`config.mk`:
```
export PLATFORM = sky130hd
export DESIGN_NAME = chained_token_block_hash_core_flat
export DESIGN_NICKNAME = d
export VERILOG_FILES = /design/src/rtl/cth_pkg.sv /design/src/rtl/cth_cfg_if.sv /design/src/rtl/cth_in_if.sv /design/src/rtl/cth_out_if.sv /design/src/rtl/cth_mul64.sv /design/src/rtl/chained_token_block_hash_core.sv /design/src/flat_wrapper.sv
export SDC_FILE = /design/constraint.sdc
export NUM_CORES = 2
export LEC_CHECK = 0
export ABC_AREA = 1
export BUFFER_PORTS_ARGS = -buffer_cell sky130_fd_sc_hd__buf_4
export CAP_MARGIN = 20
export CORE_MARGIN = 2
export CORE_UTILIZATION = 37
export CTS_CLUSTER_SIZE = 12
export DETAILED_ROUTE_END_ITERATION = 16
export GPL_ROUTABILITY_DRIVEN = 0
export PLACE_DENSITY = 0.6
export SETUP_SLACK_MARGIN = 0.4
export SLEW_MARGIN = 20
export SYNTH_ARGS = -nofsm -noshare
export SYNTH_HDL_FRONTEND = slang
export SYNTH_SLANG_ARGS = --single-unit
```
`constraint.sdc`:
```
create_clock -name clk -period 9.7 [get_ports clk]
set_input_delay 2.91 -clock clk [delete_from_list [all_inputs] [get_ports clk]]
set_output_delay 2.91 -clock clk [all_outputs]
set_load 0.03 [all_outputs]
```
`src/rtl/cth_pkg.sv`:
```
// shared constants, types and helpers for the chained token block hash
package cth_pkg;

  localparam int unsigned TOKEN_W = 32;
  localparam int unsigned HALF_W  = 32;
  localparam int unsigned WORD_W  = 64;

  localparam logic [WORD_W-1:0] GOLDEN_MUL = 64'h9e3779b97f4a7c15;
  localparam logic [WORD_W-1:0] FIN_MUL_A  = 64'hbf58476d1ce4e5b9;
  localparam logic [WORD_W-1:0] FIN_MUL_B  = 64'h94d049bb133111eb;

  localparam int unsigned SH_FIN_1 = 30;
  localparam int unsigned SH_FIN_2 = 27;
  localparam int unsigned SH_FIN_3 = 31;
  localparam int unsigned SH_MIX   = 29;

  // which multiplier constant the shared unit applies
  typedef enum logic [1:0] {
    K_GOLD,
    K_FIN_A,
    K_FIN_B
  } mul_k_t;

  function automatic logic [WORD_W-1:0] mul_const(input mul_k_t k);
    logic [WORD_W-1:0] c;
    unique case (k)
      K_GOLD:  c = GOLDEN_MUL;
      K_FIN_A: c = FIN_MUL_A;
      K_FIN_B: c = FIN_MUL_B;
      default: c = GOLDEN_MUL;
    endcase
    return c;
  endfunction

  function automatic logic [WORD_W-1:0] xsh(input logic [WORD_W-1:0] v,
                                            input int unsigned sh);
    return v ^ (v >> sh);
  endfunction

endpackage

```
`src/rtl/cth_cfg_if.sv`:
```
// configuration write channel carrying the root seed
interface cth_cfg_if;
  logic                       valid;
  logic                       ready;
  logic [cth_pkg::WORD_W-1:0] root_seed;

  modport source(output valid, root_seed, input ready);
  modport sink(input valid, root_seed, output ready);
endinterface

```
`src/rtl/cth_in_if.sv`:
```
// token request channel
interface cth_in_if;
  logic                        valid;
  logic                        ready;
  logic [cth_pkg::TOKEN_W-1:0] token;
  logic [cth_pkg::WORD_W-1:0]  extra;
  logic                        restart;

  modport source(output valid, token, extra, restart, input ready);
  modport sink(input valid, token, extra, restart, output ready);
endinterface

```
`src/rtl/cth_out_if.sv`:
```
// block hash result channel
interface cth_out_if;
  logic                       valid;
  logic                       ready;
  logic [cth_pkg::WORD_W-1:0] digest;

  modport source(output valid, digest, input ready);
  modport sink(input valid, digest, output ready);
endinterface

```
`src/rtl/cth_mul64.sv`:
```
// iterative 64x64 low-half multiplier built on one 32x32 multiplier
module cth_mul64 (
  input  logic                       clk,
  input  logic                       rst_n,
  input  logic                       start,
  input  logic [cth_pkg::WORD_W-1:0] a,
  input  cth_pkg::mul_k_t            k,
  output logic                       done,
  output logic [cth_pkg::WORD_W-1:0] prod
);

  localparam int unsigned HW = cth_pkg::HALF_W;
  localparam int unsigned WW = cth_pkg::WORD_W;

  logic [WW-1:0] b;
  logic [HW-1:0] x, y;
  logic [WW-1:0] pp;
  logic [1:0]    ph_r;
  logic          busy_r;
  logic          done_r;
  logic [WW-1:0] pp_r;
  logic [WW-1:0] acc_r;

  assign b = cth_pkg::mul_const(k);

  // partial products: lo*lo, then the two cross terms (only their low halves matter)
  always_comb begin
    unique case (ph_r)
      2'd0: begin
        x = a[HW-1:0];
        y = b[HW-1:0];
      end
      2'd1: begin
        x = a[HW-1:0];
        y = b[WW-1:HW];
      end
      default: begin
        x = a[WW-1:HW];
        y = b[HW-1:0];
      end
    endcase
  end

  assign pp = WW'(x) * WW'(y);

  always_ff @(posedge clk) begin
    if (!rst_n) begin
      ph_r   <= 2'd0;
      busy_r <= 1'b0;
      done_r <= 1'b0;
    end else begin
      done_r <= 1'b0;
      if (busy_r) begin
        if (ph_r == 2'd3) begin
          busy_r <= 1'b0;
          ph_r   <= 2'd0;
          done_r <= 1'b1;
        end else begin
          ph_r <= ph_r + 2'd1;
        end
      end else if (start) begin
        busy_r <= 1'b1;
        ph_r   <= 2'd1;
      end
    end
  end

  always_ff @(posedge clk) begin
    pp_r <= pp;
    if (busy_r) begin
      if (ph_r == 2'd1) begin
        acc_r <= pp_r;
      end else begin
        acc_r[WW-1:HW] <= acc_r[WW-1:HW] + pp_r[HW-1:0];
      end
    end
  end

  assign done = done_r;
  assign prod = acc_r;

  a_no_start_busy: assert property (@(posedge clk) disable iff (!rst_n)
    busy_r |-> !start)
    else $error("multiplier started while busy");

  a_done_pulse: assert property (@(posedge clk) disable iff (!rst_n)
    done_r |=> !done_r)
    else $error("multiplier done held longer than one cycle");

endmodule

```
`src/rtl/chained_token_block_hash_core.sv`:
```
// Chained token block hash: tokens are grouped into blocks of TOKENS_PER_BLK and each
// completed block emits one 64-bit hash that also seeds the next block. All 64-bit
// multiplies go through one shared unit that forms the low product from three 32x32
// partial products, and the block takes no request while a multiply runs. A token
// that only gets held as the low half of a pair needs no multiply; a token that
// completes a pair needs one. The first token of a block adds the three seeding
// multiplies, and the last token adds the length absorb and two finalizer multiplies
// plus the ST_EMIT state that loads the result register (one more multiply when the
// block has an odd token count). A finished hash waits in the output register while
// the next block's tokens are already being taken.
module chained_token_block_hash_core #(
  parameter int unsigned TOKENS_PER_BLK = 16
) (
  input  logic             clk,
  input  logic             rst_n,
  cth_cfg_if.sink          cfg_ch,
  cth_in_if.sink           in_ch,
  cth_out_if.source        out_ch
);

  localparam int unsigned WW   = cth_pkg::WORD_W;
  localparam int unsigned TW   = cth_pkg::TOKEN_W;
  localparam int unsigned CntW = $clog2(TOKENS_PER_BLK + 1);
  localparam logic [CntW-1:0] CntLast = CntW'(TOKENS_PER_BLK);
  localparam logic [WW-1:0]   LenWord = WW'(TOKENS_PER_BLK);

  typedef enum logic [3:0] {
    ST_IDLE,
    ST_SEED_A,
    ST_SEED_B,
    ST_SEED_G,
    ST_PAIR_G,
    ST_TAIL_G,
    ST_LEN_G,
    ST_FIN_A,
    ST_FIN_B,
    ST_EMIT
  } state_t;

  state_t              state_r, state_nxt;
  logic [WW-1:0]       root_r, root_nxt;
  logic                at_root_r, at_root_nxt;
  logic [CntW-1:0]     cnt_r, cnt_nxt;
  logic                hold_r, hold_nxt;
  logic                mul_start_r, mul_start_nxt;
  logic                out_valid_r, out_valid_nxt;
  logic [WW-1:0]       out_hash_r, out_hash_nxt;
  logic [WW-1:0]       acc_r, acc_nxt;
  logic [WW-1:0]       parent_r, parent_nxt;
  logic [TW-1:0]       held_r, held_nxt;
  logic [TW-1:0]       tok_r, tok_nxt;
  logic [WW-1:0]       extra_r, extra_nxt;
  logic [WW-1:0]       mul_a_r, mul_a_nxt;
  cth_pkg::mul_k_t     mul_k_r, mul_k_nxt;

  logic                mul_done;
  logic [WW-1:0]       mul_prod;
  logic [WW-1:0]       mix_p;
  logic [WW-1:0]       parent_sel;
  logic [CntW-1:0]     cnt_inc;
  logic                in_fire;
  logic                first_tok;

  cth_mul64 u_mul (
    .clk   (clk),
    .rst_n (rst_n),
    .start (mul_start_r),
    .a     (mul_a_r),
    .k     (mul_k_r),
    .done  (mul_done),
    .prod  (mul_prod)
  );

  assign cfg_ch.ready  = 1'b1;
  assign in_ch.ready   = (state_r == ST_IDLE);
  assign out_ch.valid  = out_valid_r;
  assign out_ch.digest = out_hash_r;

  assign in_fire    = in_ch.valid && in_ch.ready;
  assign mix_p      = cth_pkg::xsh(mul_prod, cth_pkg::SH_MIX);
  assign cnt_inc    = cnt_r + CntW'(1);
  // restart drops the partial block and reseeds from the root
  assign first_tok  = in_ch.restart || (cnt_r == '0);
  assign parent_sel = (in_ch.restart || at_root_r) ? root_r : parent_r;

  always_comb begin
    state_nxt     = state_r;
    root_nxt      = cfg_ch.valid ? cfg_ch.root_seed : root_r;
    at_root_nxt   = at_root_r;
    cnt_nxt       = cnt_r;
    hold_nxt      = hold_r;
    mul_start_nxt = 1'b0;
    out_valid_nxt = out_valid_r && !out_ch.ready;
    out_hash_nxt  = out_hash_r;
    acc_nxt       = acc_r;
    parent_nxt    = parent_r;
    held_nxt      = held_r;
    tok_nxt       = tok_r;
    extra_nxt     = extra_r;
    mul_a_nxt     = mul_a_r;
    mul_k_nxt     = mul_k_r;

    unique case (state_r)
      ST_IDLE: begin
        if (in_fire) begin
          tok_nxt   = in_ch.token;
          extra_nxt = in_ch.extra;
          if (first_tok) begin
            at_root_nxt   = in_ch.restart || at_root_r;
            cnt_nxt       = '0;
            hold_nxt      = 1'b0;
            mul_a_nxt     = cth_pkg::xsh(parent_sel, cth_pkg::SH_FIN_1);
            mul_k_nxt     = cth_pkg::K_FIN_A;
            mul_start_nxt = 1'b1;
            state_nxt     = ST_SEED_A;
          end else if (hold_r) begin
            cnt_nxt       = cnt_inc;
            hold_nxt      = 1'b0;
            mul_a_nxt     = acc_r ^ {in_ch.token, held_r};
            mul_k_nxt     = cth_pkg::K_GOLD;
            mul_start_nxt = 1'b1;
            state_nxt     = ST_PAIR_G;
          end else begin
            cnt_nxt  = cnt_inc;
            hold_nxt = 1'b1;
            held_nxt = in_ch.token;
            if (cnt_inc == CntLast) begin
              // odd block: lone last token absorbed zero-extended
              mul_a_nxt     = acc_r ^ {{(WW-TW){1'b0}}, in_ch.token};
              mul_k_nxt     = cth_pkg::K_GOLD;
              mul_start_nxt = 1'b1;
              state_nxt     = ST_TAIL_G;
            end
          end
        end
      end
      ST_SEED_A: begin
        if (mul_done) begin
          mul_a_nxt     = cth_pkg::xsh(mul_prod, cth_pkg::SH_FIN_2);
          mul_k_nxt     = cth_pkg::K_FIN_B;
          mul_start_nxt = 1'b1;
          state_nxt     = ST_SEED_B;
        end
      end
      ST_SEED_B: begin
        if (mul_done) begin
          mul_a_nxt     = cth_pkg::xsh(mul_prod, cth_pkg::SH_FIN_3) ^ extra_r;
          mul_k_nxt     = cth_pkg::K_GOLD;
          mul_start_nxt = 1'b1;
          state_nxt     = ST_SEED_G;
        end
      end
      ST_SEED_G: begin
        if (mul_done) begin
          acc_nxt  = mix_p;
          held_nxt = tok_r;
          hold_nxt = 1'b1;
          cnt_nxt  = CntW'(1);
          if (TOKENS_PER_BLK == 1) begin
            mul_a_nxt     = mix_p ^ {{(WW-TW){1'b0}}, tok_r};
            mul_k_nxt     = cth_pkg::K_GOLD;
            mul_start_nxt = 1'b1;
            state_nxt     = ST_TAIL_G;
          end else begin
            state_nxt = ST_IDLE;
          end
        end
      end
      ST_PAIR_G: begin
        if (mul_done) begin
          acc_nxt = mix_p;
          if (cnt_r == CntLast) begin
            mul_a_nxt     = mix_p ^ LenWord;
            mul_k_nxt     = cth_pkg::K_GOLD;
            mul_start_nxt = 1'b1;
            state_nxt     = ST_LEN_G;
          end else begin
            state_nxt = ST_IDLE;
          end
        end
      end
      ST_TAIL_G: begin
        if (mul_done) begin
          mul_a_nxt     = mix_p ^ LenWord;
          mul_k_nxt     = cth_pkg::K_GOLD;
          mul_start_nxt = 1'b1;
          state_nxt     = ST_LEN_G;
        end
      end
      ST_LEN_G: begin
        if (mul_done) begin
          mul_a_nxt     = cth_pkg::xsh(mix_p, cth_pkg::SH_FIN_1);
          mul_k_nxt     = cth_pkg::K_FIN_A;
          mul_start_nxt = 1'b1;
          state_nxt     = ST_FIN_A;
        end
      end
      ST_FIN_A: begin
        if (mul_done) begin
          mul_a_nxt     = cth_pkg::xsh(mul_prod, cth_pkg::SH_FIN_2);
          mul_k_nxt     = cth_pkg::K_FIN_B;
          mul_start_nxt = 1'b1;
          state_nxt     = ST_FIN_B;
        end
      end
      ST_FIN_B: begin
        if (mul_done) begin
          acc_nxt   = cth_pkg::xsh(mul_prod, cth_pkg::SH_FIN_3);
          state_nxt = ST_EMIT;
        end
      end
      ST_EMIT: begin
        // wait here only if the previous hash has not been taken yet
        if (!out_valid_r || out_ch.ready) begin
          out_valid_nxt = 1'b1;
          out_hash_nxt  = acc_r;
          parent_nxt    = acc_r;
          at_root_nxt   = 1'b0;
          cnt_nxt       = '0;
          hold_nxt      = 1'b0;
          state_nxt     = ST_IDLE;
        end
      end
      default: begin
        state_nxt = ST_IDLE;
      end
    endcase
  end

  always_ff @(posedge clk) begin
    if (!rst_n) begin
      state_r     <= ST_IDLE;
      root_r      <= '0;
      at_root_r   <= 1'b1;
      cnt_r       <= '0;
      hold_r      <= 1'b0;
      mul_start_r <= 1'b0;
      out_valid_r <= 1'b0;
      mul_k_r     <= cth_pkg::K_GOLD;
    end else begin
      state_r     <= state_nxt;
      root_r      <= root_nxt;
      at_root_r   <= at_root_nxt;
      cnt_r       <= cnt_nxt;
      hold_r      <= hold_nxt;
      mul_start_r <= mul_start_nxt;
      out_valid_r <= out_valid_nxt;
      mul_k_r     <= mul_k_nxt;
    end
  end

  always_ff @(posedge clk) begin
    out_hash_r <= out_hash_nxt;
    acc_r      <= acc_nxt;
    parent_r   <= parent_nxt;
    held_r     <= held_nxt;
    tok_r      <= tok_nxt;
    extra_r    <= extra_nxt;
    mul_a_r    <= mul_a_nxt;
  end

  a_done_in_mul_state: assert property (@(posedge clk) disable iff (!rst_n)
    mul_done |-> (state_r != ST_IDLE && state_r != ST_EMIT))
    else $error("multiplier result arrived with no multiply pending");

  a_idle_count_range: assert property (@(posedge clk) disable iff (!rst_n)
    (state_r == ST_IDLE) |-> (cnt_r < CntLast))
    else $error("token count reached block length while idle");

  a_idle_hold_parity: assert property (@(posedge clk) disable iff (!rst_n)
    (state_r == ST_IDLE) |-> (hold_r == cnt_r[0]))
    else $error("held token flag disagrees with token count");

  a_emit_loads_out: assert property (@(posedge clk) disable iff (!rst_n)
    (state_r == ST_EMIT && (!out_valid_r || out_ch.ready)) |=> out_valid_r)
    else $error("finished block hash not loaded into output register");

endmodule

```
`src/flat_wrapper.sv`:
```
// flat-port wrapper written by rule: the top's interface ports become plain ports
module chained_token_block_hash_core_flat 
#(
  parameter int unsigned TOKENS_PER_BLK = 16
)
  (clk, rst_n, cfg_ch_valid, cfg_ch_root_seed, cfg_ch_ready, in_ch_valid, in_ch_token, in_ch_extra, in_ch_restart, in_ch_ready, out_ch_valid, out_ch_digest, out_ch_ready);
  cth_cfg_if cfg_ch_i ();
  cth_in_if in_ch_i ();
  cth_out_if out_ch_i ();
  input  logic clk;
  input  logic rst_n;
  input wire logic [$bits(cfg_ch_i.valid)-1:0] cfg_ch_valid;
  input wire logic [$bits(cfg_ch_i.root_seed)-1:0] cfg_ch_root_seed;
  output wire logic [$bits(cfg_ch_i.ready)-1:0] cfg_ch_ready;
  input wire logic [$bits(in_ch_i.valid)-1:0] in_ch_valid;
  input wire logic [$bits(in_ch_i.token)-1:0] in_ch_token;
  input wire logic [$bits(in_ch_i.extra)-1:0] in_ch_extra;
  input wire logic [$bits(in_ch_i.restart)-1:0] in_ch_restart;
  output wire logic [$bits(in_ch_i.ready)-1:0] in_ch_ready;
  output wire logic [$bits(out_ch_i.valid)-1:0] out_ch_valid;
  output wire logic [$bits(out_ch_i.digest)-1:0] out_ch_digest;
  input wire logic [$bits(out_ch_i.ready)-1:0] out_ch_ready;
  assign cfg_ch_i.valid = cfg_ch_valid;
  assign cfg_ch_i.root_seed = cfg_ch_root_seed;
  assign cfg_ch_ready = cfg_ch_i.ready;
  assign in_ch_i.valid = in_ch_valid;
  assign in_ch_i.token = in_ch_token;
  assign in_ch_i.extra = in_ch_extra;
  assign in_ch_i.restart = in_ch_restart;
  assign in_ch_ready = in_ch_i.ready;
  assign out_ch_valid = out_ch_i.valid;
  assign out_ch_digest = out_ch_i.digest;
  assign out_ch_i.ready = out_ch_ready;
  chained_token_block_hash_core #(.TOKENS_PER_BLK(TOKENS_PER_BLK)) u_core (.clk(clk), .rst_n(rst_n), .cfg_ch(cfg_ch_i), .in_ch(in_ch_i), .out_ch(out_ch_i));
endmodule
```
# Word-level counts from Yosys, hierarchy flattened
# Index checks and enable logic that the tools add are counted.
[word_totals]
register_bits = 531
in_bits = 166
output_inout_bits = 67
word_cells = 179
[classes]
add_sub_neg = 3
mul = 1
eq_ne = 33
mux = 80
bitwise_logic = 9
n_reduce_logical = 33
[op_table]
columns = ["cell", "n"]
rows = [
  ["2-to-1 mux 64 bit", 13],
  ["one-hot mux 64 bit (6 select lines)", 1],
  ["2-to-1 mux 32 bit", 7],
  ["one-hot mux 64 bit (2 select lines)", 1],
  ["XOR 64 x 34 -> 64 bit", 2],
  ["XOR 64 bit", 2],
  ["one-hot mux 62 bit (2 select lines)", 1],
  ["multiplier 32 x 32 -> 64 bit", 1],
  ["one-hot mux 32 bit (2 select lines)", 1],
  ["XOR 64 x 32 -> 64 bit", 1],
  ["XOR 64 x 33 -> 64 bit", 1],
  ["XOR 64 x 35 -> 64 bit", 1],
  ["XOR 64 x 37 -> 64 bit", 1],
  ["2-to-1 mux 4 bit", 13],
  ["one-hot mux 4 bit (10 select lines)", 1],
  ["adder 32 bit", 1],
  ["2-to-1 mux 2 bit", 12],
  ["!= test 2 bit, second input constant", 12],
  ["2-to-1 mux 1 bit", 20],
  ["2-to-1 mux 5 bit", 4],
  ["== test 4 x 3 -> 1 bit, second input constant", 4],
  ["one-hot mux 5 bit (3 select lines)", 1],
  ["AND reduction 11 bit", 1],
  ["== test 5 bit, second input constant", 2],
  ["32 further kinds", 55],
]

# Depth between registers and ports, before layout
[depth]
ltp_word = 7
mapped_depth = 39
depth_no_buf = 34

# Modules after synthesis
# From an unflattened synthesis, not the netlist that was laid out.
[unflattened]
cells_unflattened = 7433
hier_area_um2 = 60832.1
[modules_own_cells]
columns = ["mod", "instances", "cells_each", "area_per_inst_um2"]
rows = [
  ["cth_mul64", 1, 5080, 40251.1],
  ["chained_token_block_hash_core", 1, 2353, 20581.0],
]

# Worst setup path after synthesis
# Ideal clock, no wire load.
[synth_path]
path_type = "input to register"
startpoint = "in in_ch_valid"
endpoint = "reg u_core.extra_r[0], enable pin"
arrival_ps = 6948
slack_ps = 2200
stages = 2
n_path_buf = 0
path_cell_list = "inv_1 -> nor2_1"
[synth_via]
elab_chain_cells = 2
[synth_rtl]
columns = ["element", "line_no", "rtl"]
rows = [
  ["start: declaration", "flat_wrapper.sv:15", "input wire logic [$bits(in_ch_i.valid)-1:0] in_ch_valid;"],
  ["logical AND 1 bit", "chained_token_block_hash_core.sv:79", "assign in_fire = in_ch.valid && in_ch.ready;"],
  ["AND reduction 2 bit (no line)", "-", ""],
  ["end signal: assignment", "chained_token_block_hash_core.sv:258", "extra_r <= extra_nxt;"],
  ["end: declaration", "chained_token_block_hash_core.sv:52", "logic [WW-1:0] extra_r, extra_nxt;"],
]
# No other way between the ends.
# A chain may end at the register's enable or synchronous reset.

# Worst setup path in the final report
[layout_path]
startpoint = "reg u_core.u_mul.ph_r[1]"
endpoint = "reg u_core.u_mul.pp_r[36]"
[layout_via]
elab_chain_cells = 4
[layout_rtl]
columns = ["element", "line_no", "rtl"]
rows = [
  ["start: declaration", "cth_mul64.sv:18", "logic [1:0] ph_r;"],
  ["start signal: assignment", "cth_mul64.sv:59", "ph_r <= ph_r + 2'd1;"],
  ["== test 2 x 1 -> 1 bit or logical NOT 2 bit (tied branches)", "cth_mul64.sv:28", "unique case (ph_r)"],
  ["OR reduction 2 bit (no line)", "-", ""],
  ["2-to-1 mux 32 bit", "cth_mul64.sv:28", ""],
  ["multiplier 32 x 32 -> 64 bit (*)", "cth_mul64.sv:44", "assign pp = WW'(x) * WW'(y);"],
  ["net u_core.u_mul.pp[36]", "cth_mul64.sv:17", "logic [WW-1:0] pp;"],
  ["end signal: assignment", "cth_mul64.sv:69", "pp_r <= pp;"],
  ["end: declaration", "cth_mul64.sv:21", "logic [WW-1:0] pp_r;"],
]
# Mark *: on every way through the listed nets, which the timed path passes. The rest lies on a longest branch.

==> flow_summary.ini <==
[status]
outcome = finished clean

[yosys]
synth.distinct_cells = 51
synth_compound_area_frac = 0.0450
syn_area_per_cell_um2 = 8.25
async_reset_ff_frac = 0
synthXorXnorAreaFrac = 0.0332
synth_flop_cell = edfxtp_1
syn_area_um2 = 60400
ys_ff_latch = 531
yosysWarnings = 0
synthAdderAreaFrac = 0.358
synth_mux_area_frac = 0.00133
syn_inst = 7324
synth_top_family_by_area = adder cells
synth-edff-count = 384
synth-simple-area-share = 0.211
seq_area_frac_synth = 0.240
synth_nets = 8691

[clock_tree]
clkLatencyLatePin_ns = 0.65
clkTransAtPathRegs_ns = 0.06
htreeDepth = 2
postCtsHoldBufs = 0
cts_buffer_depth = 3
cts_buffers = 60
clockRootBuffer = clkbuf_16
cts_tree = yes
cts.sinks = 531

[global_route]
grt_pass1_wl_um = 327000
antenna_found_initial = 3
grt_max_degree = 75
grt_util_all_layers = 0.262
grt_pass1_vias = 50034
gr-total-overflow = 0

[route]
ant_nets = 0
first_pass_iters = 9
wl_per_cell_um = 22.9
drt_iter0_markers = 6014
vias_per_cell = 5.25
vias = 50893
routed_wl_um = 222000
drc = 0

[worst_setup_path]
crit_slowest_cell = o21ai_2
required_ns = 10.21
critPathMostFrequentCell = fa_1
worst_r2r_path_depth = 25
slowest_delay_ns = 0.66
critPathKind = reg -> reg
reg2reg_from = u_core.u_mul.ph_r[1]
worst-path-max-fanout = 14
worstSetupEndpointType = flop
worstSetupStartpoint = u_core.u_mul.ph_r[1]
cp-start-kind = flop
arrival_ns = 9.69

[timing]
max_slew_margin = 0.244
setup_viol = 0
clock_skew_ns = 0.0473
tightest_slew_ns = 1.13
maxSlewViolCount = 0
post-route-min-period_ns = 9.19
fin_crit_sh = 0.947
fin_ws_ns = 0.511
rsz0062_at_grt = false
tns_ns = 0
max_freq_mhz = 109
report.final.hold_viol_count = 0

[cells_and_area]
multi_input_area_um2 = 39300
fin_util = 0.411
drive_above_1_share = 0.0899
seq_area_um2 = 14500
syn_to_final_growth_pct = 10.6
final_cell_mix = 1781 x nand2_1, 1431 x inv_1, 882 x fa_1
final_area_um2 = 66800
nFillCells = 16355
final_common_cell = nand2_1
finalNetCount = 8836

[floorplanning]
die_area_um2 = 167000
start_util = 0.372
coreArea_um2 = 162000
die-width_um = 408
num_rows = 148
die_y_um = 408
ios = 233

[placed_design]
portBuffers = 231
dp_hpwl_um = 180000
dpl_cell_area_um2 = 64600
pre_cts_ws_ns = 0.535

[hold_path]
min_path_cells = 0
hp-class = reg -> reg
hp-start = u_core.u_mul.pp_r[17]

[job]
maxCapViolations = 0
cell families after synthesis:
family,Yosys count
and+or+nand+nor,3129
buffers and inverters,1745
adders and majority gates,1201
DFF,531
AOI/OAI and AO/OA,480
xor gates and xnor gates,229
muxes,8
other,1
flip-flops by register name (all words and copies together) (netlist names), 2 cells and up:
name and count:
u_core.acc_r 64, u_core.cnt_r 5, u_core.extra_r 64, u_core.held_r 32, u_core.mul_a_r 64, u_core.mul_k_r 2, u_core.out_ch.digest 64, u_core.root_r 64
u_core.state_r 4, u_core.tok_r 32, u_core.u_mul.ph_r 2, u_core.u_mul.pp_r 64, u_core.u_mul.prod 64
layout make-up:
cell class,instances,share of cell area
Multi-Input combinational cell,5048,0.588
Sequential cell,531,0.217
Inverter,1475,0.0829
Tap cell,2175,0.0407
Timing Repair Buffer,353,0.0400
Clock buffer,85,0.0260
Clock inverter,29,0.00519
Antenna cell,2,0.0000749
metal layers:
| layer | GRT usage | vias up | share of wire |
|---|---|---|---|
| li1 | - | 22351 | - |
| met5 | 0 | - | 0.000045 |
| met2 | 0.390 | 3099 | 0.42 |
| met1 | 0.364 | 24882 | 0.40 |
| met3 | 0.0544 | 559 | 0.11 |
| met4 | 0.128 | 2 | 0.058 |
final timing paths:
kind / to / slack, ns
max reg2reg: u_core.u_mul.pp_r[36] / 0.51
max: u_core.u_mul.pp_r[36] / 0.51
min reg2reg: u_core.u_mul.prod[17] / 0.44
min: u_core.u_mul.prod[17] / 0.44
through the flow:
step | hold slack [ns] | cells
5_1_grt | 0.458 | 9696
3_5_place_dp | 0.427 | 9578
4_1_cts | 0.441 | 9692
2_1_floorplan | 0.415 | 7324
3_3_place_gp | 0.431 | 9578
6_report | 0.437 | 9698
critical path: cells and delay by family (launching register included):
family / cells / cell delay [ns]
adder cells (fa/ha/maj): 10 / 5.01
AND/OR/NAND/NOR: 8 / 1.75
buffers and inverters: 5 / 1.03
AO/OA/AOI/OAI: 2 / 0.93
flip-flops: 1 / 0.33
Yosys cell counts, types with 11 or more instances:
cell | instances | share of area
nand2_1 | 1782 | 0.11
inv_1 | 1435 | 0.089
fa_1 | 882 | 0.29
nor2_1 | 835 | 0.052
edfxtp_1 | 384 | 0.19
ha_1 | 319 | 0.066
nand3_1 | 261 | 0.022
o21ai_0 | 186 | 0.015
a21oi_1 | 185 | 0.015
xor2_1 | 177 | 0.026
dfxtp_1 | 147 | 0.049
clkbuf_1 | 144 | 0.0089
or2_2 | 123 | 0.013
buf_2 | 99 | 0.0082
xnor2_1 | 52 | 0.0075
nand4_1 | 51 | 0.0053
inv_2 | 32 | 0.0020
o211ai_1 | 27 | 0.0034
o21ai_2 | 20 | 0.0029
nor3_1 | 16 | 0.0013
o21bai_1 | 16 | 0.0020
nand3b_1 | 15 | 0.0019
buf_1 | 14 | 0.00087
nor2_2 | 11 | 0.0011
timing repair:
action / in CTS / in global routing
gates resized for setup: 0 / 5
setup buffers: 0 / 4
endpoints found under the setup margin: 0 / 43
Power is not shown: default switching activity piles up to over one toggle a cycle in this logic, so the estimate is an artifact.
